$ cat src/kiva_pkg.sv
package kiva_pkg;

    localparam int MAX_REFS   = 4096;
    localparam int MAX_DIMS   = 8;
    localparam int NEIGHBOURS = 3;

    localparam int COORD_W  = 16;
    localparam int TARGET_W = 32;
    localparam int VALUE_W  = 32;
    localparam int DIMS_W   = 4;

    localparam int REF_IDX_W    = $clog2(MAX_REFS);
    localparam int REF_CNT_W    = $clog2(MAX_REFS + 1);
    localparam int DIM_IDX_W    = $clog2(MAX_DIMS);
    localparam int COORD_DEPTH  = MAX_REFS * MAX_DIMS;
    localparam int COORD_ADDR_W = $clog2(COORD_DEPTH);

    // squared distance, exact
    localparam int SQ_W   = 2 * COORD_W;
    localparam int DIST_W = SQ_W + $clog2(MAX_DIMS);

    // root of (dist << 16)
    localparam int ROOT_SHIFT = 16;
    localparam int ROOT_W     = (DIST_W + ROOT_SHIFT + 1) / 2;
    localparam int RADIC_W    = 2 * ROOT_W;

    // weight = min(2^40 / root, 2^28 - 1)
    localparam int WEIGHT_NUM_LOG = 40;
    localparam int WEIGHT_W       = 28;
    localparam logic [WEIGHT_W-1:0] WEIGHT_SAT = {WEIGHT_W{1'b1}};
    localparam int SAT_ROOT_LIMIT = 2 ** (WEIGHT_NUM_LOG - WEIGHT_W);

    localparam int PROD_W = WEIGHT_W + 1 + TARGET_W;
    localparam int YSUM_W = 64;

    localparam int DIV_N_W   = 64;
    localparam int DIV_D_W   = 32;
    localparam int DIV_CNT_W = $clog2(DIV_N_W + 1);

    localparam int NB_IDX_W = $clog2(NEIGHBOURS);
    localparam int NB_CNT_W = $clog2(NEIGHBOURS + 1);

    localparam logic [DIMS_W-1:0] DIMS_RESET = DIMS_W'(MAX_DIMS);

    typedef enum logic [1:0] {
        OP_REF   = 2'd0,
        OP_QUERY = 2'd1,
        OP_CLEAR = 2'd2,
        OP_NONE  = 2'd3
    } opcode_t;

    typedef enum logic [3:0] {
        S_IDLE,
        S_SCAN,
        S_DRAIN,
        S_ROOT_GO,
        S_ROOT_WAIT,
        S_WDIV_GO,
        S_WDIV_WAIT,
        S_MUL,
        S_ACC,
        S_FDIV_GO,
        S_FDIV_WAIT,
        S_OUT
    } state_t;

    typedef struct packed {
        logic [DIST_W-1:0]    dist_sq;
        logic [REF_IDX_W-1:0] idx;
    } cand_t;

    function automatic logic [DIMS_W-1:0] eff_dims(input logic [DIMS_W-1:0] d);
        logic [DIMS_W-1:0] r;
        begin
            r = d;
            if (d == '0)
            begin
                r = DIMS_W'(1);
            end
            else if (d > DIMS_W'(MAX_DIMS))
            begin
                r = DIMS_W'(MAX_DIMS);
            end
            return r;
        end
    endfunction

endpackage

$ cat src/kiva_div.sv
module kiva_div (
    input  logic                          clk,
    input  logic                          rst_n,
    input  logic                          start,
    input  logic [kiva_pkg::DIV_N_W-1:0]  dividend,
    input  logic [kiva_pkg::DIV_D_W-1:0]  divisor,
    output logic                          done,
    output logic [kiva_pkg::DIV_N_W-1:0]  quotient
);
    import kiva_pkg::*;

    // restoring division, one quotient bit per cycle
    logic [DIV_CNT_W-1:0] cnt_reg, cnt_next;
    logic [DIV_N_W-1:0]   quo_reg, quo_next;
    logic [DIV_D_W-1:0]   rem_reg, rem_next;
    logic [DIV_D_W-1:0]   dvs_reg, dvs_next;
    logic [DIV_D_W:0]     shifted;
    logic                 fits;

    always_comb
    begin
        cnt_next = cnt_reg;
        quo_next = quo_reg;
        rem_next = rem_reg;
        dvs_next = dvs_reg;
        shifted  = {rem_reg, quo_reg[DIV_N_W-1]};
        fits     = (shifted >= {1'b0, dvs_reg});
        if (start)
        begin
            cnt_next = DIV_CNT_W'(DIV_N_W);
            quo_next = dividend;
            rem_next = '0;
            dvs_next = divisor;
        end
        else if (cnt_reg != '0)
        begin
            if (fits)
            begin
                rem_next = DIV_D_W'(shifted - {1'b0, dvs_reg});
            end
            else
            begin
                rem_next = shifted[DIV_D_W-1:0];
            end
            quo_next = {quo_reg[DIV_N_W-2:0], fits};
            cnt_next = cnt_reg - 1'b1;
        end
    end

    always_ff @(posedge clk or negedge rst_n)
    begin
        if (!rst_n)
        begin
            cnt_reg <= '0;
        end
        else
        begin
            cnt_reg <= cnt_next;
        end
    end

    always_ff @(posedge clk)
    begin
        quo_reg <= quo_next;
        rem_reg <= rem_next;
        dvs_reg <= dvs_next;
    end

    assign done     = (cnt_reg == '0);
    assign quotient = quo_reg;

endmodule

$ cat config.mk
export PLATFORM = sky130hd
export DESIGN_NAME = kiva_div
export DESIGN_NICKNAME = d
export VERILOG_FILES = /design/src/kiva_pkg.sv /design/src/kiva_div.sv
export SDC_FILE = /design/constraint.sdc
export NUM_CORES = 1
export LEC_CHECK = 0
export BUFFER_PORTS_ARGS = -buffer_cell sky130_fd_sc_hd__buf_2
export CORE_ASPECT_RATIO = 0.5
export CORE_MARGIN = 2
export CORE_UTILIZATION = 35
export DETAILED_ROUTE_END_ITERATION = 8
export SLEW_MARGIN = 5
export SYNTH_ARGS = -nofsm -noshare
export SYNTH_HDL_FRONTEND = slang
export SYNTH_SLANG_ARGS = --single-unit
$ cat constraint.sdc
create_clock -name clk -period 3.05 [get_ports clk]
set_input_delay 0.61 -clock clk [delete_from_list [all_inputs] [get_ports clk]]
set_output_delay 0.61 -clock clk [all_outputs]
set_load 0.1 [all_outputs]
# After elaboration in Yosys (flattened, before gate mapping)
# Cells that the tools add are included.
dict set report op_classes {
  add_sub_neg 2
  magnitude_cmp 1
  n_mux 5
  n_reduce_logical 3
}
# cell n
set ops {}
lappend ops {{$mux 64} 2}
lappend ops {{$ge 33x32->1} 1}
lappend ops {{$mux 32} 1}
lappend ops {{$sub 32x32->32} 1}
lappend ops {{$mux 7} 2}
lappend ops {{$logic_not 7->1} 1}
lappend ops {{$reduce_bool 7->1} 1}
lappend ops {{$sub 7x1->7 const B} 1}
lappend ops {{$reduce_bool 2->1} 1}
dict set report totals {
  register_bits 135
  in_bits 99
  out_inout_bits 65
}

# Depth between registers and ports, before layout
dict set report depth {
  ltp_word 3
  depth_mapped 13
  mapped_depth_nobuf 12
}

# Worst setup path before layout
# OpenSTA, ideal clock, no wires.
dict set report synth_timing {
  path_type {register to register}
  from {register quo_reg[63] (netlist: quotient[63])}
  to {register rem_reg[30]}
  setup_ps 137
  arrival_time_ps 3166
  required_ps 2913
  slack_ps -253
  stages_incl_launch_ff 13
  path_cell_list {edfxtp_1 inv_1 ha_1 fa_1 nand2b_1 a211oi_1 o2111ai_1 a31oi_1 o21ai_1 a2bb2oi_1 a31oi_1 a32oi_1 a211oi_1}
}
dict set report synth_via {
  elab_chain_cells 2
  word_cells_on_any_way 3
}
# element line_no
set synth_rtl {}
lappend synth_rtl {{from (decl)} kiva_div.sv:14} ;# logic [DIV_N_W-1:0] quo_reg, quo_next;
lappend synth_rtl {{from (signal assigned)} kiva_div.sv:64} ;# quo_reg <= quo_next;
lappend synth_rtl {{$sub 32x32->32 / $ge 33x32->1 (equally long branches)} {kiva_div.sv:39, kiva_div.sv:27}}
lappend synth_rtl {{$mux 32 *} kiva_div.sv:37} ;# if (fits)
lappend synth_rtl {{to (signal assigned)} kiva_div.sv:65} ;# rem_reg <= rem_next;
lappend synth_rtl {{to (decl)} kiva_div.sv:15} ;# logic [DIV_D_W-1:0] rem_reg, rem_next;
# Every way passes the cells marked *; elsewhere a longest branch is shown, timed or not.
# A chain may end at the register's enable or synchronous reset.

# Final worst setup path
dict set report layout_timing {
  from {register dvs_reg[1]}
  to {register quo_reg[0] (netlist: quotient[0]) (data pin)}
}
dict set report layout_via {
  elab_chain_cells 3
}
# element line_no
set layout_rtl {}
lappend layout_rtl {{from (decl)} kiva_div.sv:16} ;# logic [DIV_D_W-1:0] dvs_reg, dvs_next;
lappend layout_rtl {{from (signal assigned)} kiva_div.sv:66} ;# dvs_reg <= dvs_next;
lappend layout_rtl {{$ge 33x32->1} kiva_div.sv:27} ;# fits = (shifted >= {1'b0, dvs_reg});
lappend layout_rtl {{$mux 64} kiva_div.sv:35} ;# else if (cnt_reg != '0)
lappend layout_rtl {{$mux 64} kiva_div.sv:28} ;# if (start)
lappend layout_rtl {{net quo_next[0]} kiva_div.sv:14}
# The timed path passes the listed nets, and every way through them passes these cells. The select of a mux whose other input is x is not followed.

==> flow_metrics.py <==
metrics = {
    "pwr": {
        "pwr_density_cell_nw_per_um2": 933,
        "ir_drop_uv": 590,
        "p_int_mw": 4.97,
        "p_leak_nw": 3.99,
        "power_switching_mw": 3.67,
        "pwr-share-comb_pct": 44.3,
        "swShare_pct": 42.5,
        "clockPowerShare_pct": 25.4,
        "power.total_mw": 8.64,
        "seq_power_share_pct": 30.3,
    },
    "flow_run": {
        "cap_violations": 0,
    },
    "detailed_routing": {
        "drt-wirelength-per-cell_um": 15.5,
        "drtIter0Drc": 230,
        "vias_per_cell": 5.02,
        "drc_errors": 0,
        "dr.pass1.iters": 4,
        "ant_nets": 0,
        "wl_mm": 17.4,
        "vias": 5612,
    },
    "critical_path": {
        "crit_chain": "inv_1 -> ha_1 -> nor2b_2 -> o31ai_2 -> a21oi_2 -> o21ai_2 -> a211oi_4 -> or4_4 -> buf_4 -> mux2_2",
        "cpPeakStageDelay_ns": 0.53,
        "critPathCaptureType": "flip-flop",
        "critPathKind": "reg2reg",
        "arrival_ns": 3.06,
        "path_buf_inv": 2,
        "crit_fanout": 5,
        "critPathLaunchType": "flip-flop",
        "slowest_stage": "or4_4",
        "cp_top_family": "compound AO/OA/AOI/OAI gates",
        "cp.required_ns": 3.23,
    },
    "layout": {
        "num_antenna_cells": 0,
        "drive_gt1_share_pct": 37.0,
        "fillers": 1914,
        "seqCellArea_um2": 3700,
        "final_nets": 966,
        "area_growth_pct": 26.4,
        "final_cell_area_um2": 9260,
        "multi_input_area_um2": 3420,
        "largest_register_ffs": 64,
    },
    "timing": {
        "whs_ns": 0.345,
        "slew_violations": 0,
        "period_needed_ns": 2.88,
        "layout_setup_ws_ns": 0.168,
        "fmax_ghz": 0.347,
        "slew_headroom_pct": 52.6,
        "worstMarginPinSlew_ns": 0.712,
        "final.period_utilization_pct": 94.5,
        "hold_violations": 0,
        "rsz0062_at_grt": "no",
        "skew_ns": 0.0123,
        "finalSetupViolCount": 0,
    },
    "clock_network": {
        "cts-buffers-inserted": 17,
        "clk_pin_slew_worst_paths_ns": 0.07,
        "clk_latency_ns": 0.44,
        "cts_sinks": 135,
        "clockRootBuffer": "clkbuf_16",
        "tritoncts": "done",
        "cts_buffer_depth": 2,
        "h-tree-depth": 4,
    },
    "grt": {
        "grt_use_met3_pct": 6.41,
        "grt_use_total_pct": 16.3,
        "grt_most_used_layer": "met2",
        "gr-usage-met1_pct": 20.9,
        "grt_first_pass_wirelength_mm": 28.4,
        "grt_pass1_vias": 5712,
        "grt_max_degree": 137,
        "antenna_found_initial": 1,
        "grt_overflow": 0,
        "use_met2_pct": 25.0,
    },
    "synth": {
        "synth_xor_area_share_pct": 3.47,
        "synthTopCellsByCount": "96 x edfxtp_1, 67 x nor2_1, 64 x mux2_2, 38 x inv_1, 36 x a21oi_1",
        "yosysMostFrequentCell": "edfxtp_1",
        "yosysSeqAreaShare_pct": 50.5,
        "yosysWarnings": 0,
        "synth_cell_types": 56,
        "synth.largest_area_cell": "edfxtp_1",
        "synth_top_family_by_area": "compound AO/OA/AOI/OAI gates",
        "syn_area_per_cell_um2": 10.9,
        "synth_top_area_share_pct": 39.4,
        "synth-simple-area-share_pct": 11.5,
        "syn-cell-area_um2": 7320,
        "async_flop_share_pct": 5.19,
        "synthFlopType": "edfxtp_1",
        "synth_fa_ha_area_share_pct": 5.91,
        "synth_cells": 669,
        "synth_compound_area_share_pct": 13.3,
        "ys_seq_elements": 135,
        "synthMuxAreaShare_pct": 10.8,
        "synth_nets": 802,
        "yosys-top-cells-area": "edfxtp_1 39%, mux2_2 9.8%, dfxtp_1 8.8%",
        "synth_edf_count": 96,
    },
    "die": {
        "num_io_pins": 164,
        "die_h_um": 106,
        "rows": 37,
        "initial_core_util_pct": 35.7,
        "core_area_um2": 20500,
        "fp.dieArea_um2": 22200,
        "die-width_um": 209,
    },
    "placed_design": {
        "placed_cell_area_um2": 8540,
        "place_congestion": 0.835,
        "dp_hpwl_mm": 12.1,
        "pre_cts_ws_ns": 0.0673,
        "portBuffers": 163,
    },
    "min_path": {
        "hp-class": "in2reg",
    },
    "run_status": {
        "status": "completed",
    },
}
[layout by cell type (no fill, tap or decap), types with 4 or more instances in the layout]
master / n
xnor2_1: 15
bufinv_16: 4
o21bai_1: 5
nand2_1: 31
xor2_1: 14
inv_1: 37
and3_1: 4
nor3_1: 27
a31oi_1: 7
dfxtp_1: 32
nand3_1: 10
ha_1: 24
a21oi_1: 35
o21ai_0: 12
nor2_1: 67
a211oi_1: 31
buf_2: 162
ha_2: 8
mux2_2: 64
buf_4: 18
clkbuf_16: 17
dfrtp_1: 7
a21o_1: 17
edfxtp_1: 96
nand2b_1: 5
nand4_1: 10
mux2i_1: 7
[power groups by stage]
stage	registers [mW]	clock network, mW	logic [mW]
global placement	2.64	0	3.71
floorplan	3.87	0	1.78
CTS	2.62	2.24	3.76
finish	2.61	2.20	3.83
detailed placement	2.64	0	3.74
global route	2.67	2.32	4.12
[repair_timing]
action / 4_1_cts / 5_1_grt
hold endpoints to repair: 7 / 0
setup endpoints to repair: 0 / 28
setup buffers: 0 / 1
resized for setup: 0 / 20
hold buffers: 1 / 0
[cell families after synthesis]
kind of cell | count (synthesis)
compound gates | 144
xor+xnor | 29
fa+ha+maj | 34
buf+inv | 79
flops | 135
mux | 71
simple gates | 177
[worst reg2reg max path, delay by kind of cell, from the launching register on]
family	cells	cell delay [ns]
AOI/OAI and AO/OA	4	0.77
adders and majority gates	1	0.22
buffers and inverters	2	0.26
DFF	1	0.42
muxes	1	0.25
and+or+nand+nor	2	0.71
[cell type report]
| cell class | instances | share of cell area (%) |
|---|---|---|
| clock buffers | 21 | 4.87 |
| well taps | 273 | 3.69 |
| inverters | 39 | 1.58 |
| flip-flops and latches | 135 | 40.0 |
| clock inverters | 11 | 1.85 |
| multi-input cells | 455 | 36.9 |
| repair buffers | 185 | 11.1 |
[metrics by stage]
stage	TNS [ns]	utilization, %	instances
2_1_floorplan	-0.115	-	669
3_3_place_gp	0	41.6	1085
3_5_place_dp	0	41.6	1085
4_1_cts	0	44.7	1118
5_1_grt	0	45.1	1119
6_report	0	45.1	1119
[routing by layer]
| layer | up-vias | part of all wire (%) |
|---|---|---|
| met5 | - | 0.075 |
| met4 | 2 | 1.8 |
| met3 | 24 | 5.9 |
| met2 | 126 | 45 |
| met1 | 2671 | 47 |
| li1 | 2789 | - |
[worst paths after layout]
path                            start          end  slack, ns  depth (start not counted)
setup / recovery           dvs_reg[1]  quotient[0]       0.17                         10
hold / removal             divisor[4]   dvs_reg[4]       0.35                          1
setup reg to reg           dvs_reg[1]  quotient[0]       0.17                         10
hold reg to reg            cnt_reg[6]   cnt_reg[6]       0.49                          1
max in group asynchronous       rst_n   cnt_reg[1]       2.34                          2
min in group asynchronous       rst_n   cnt_reg[4]       0.54                          2
(Power assumes the default switching activity.)
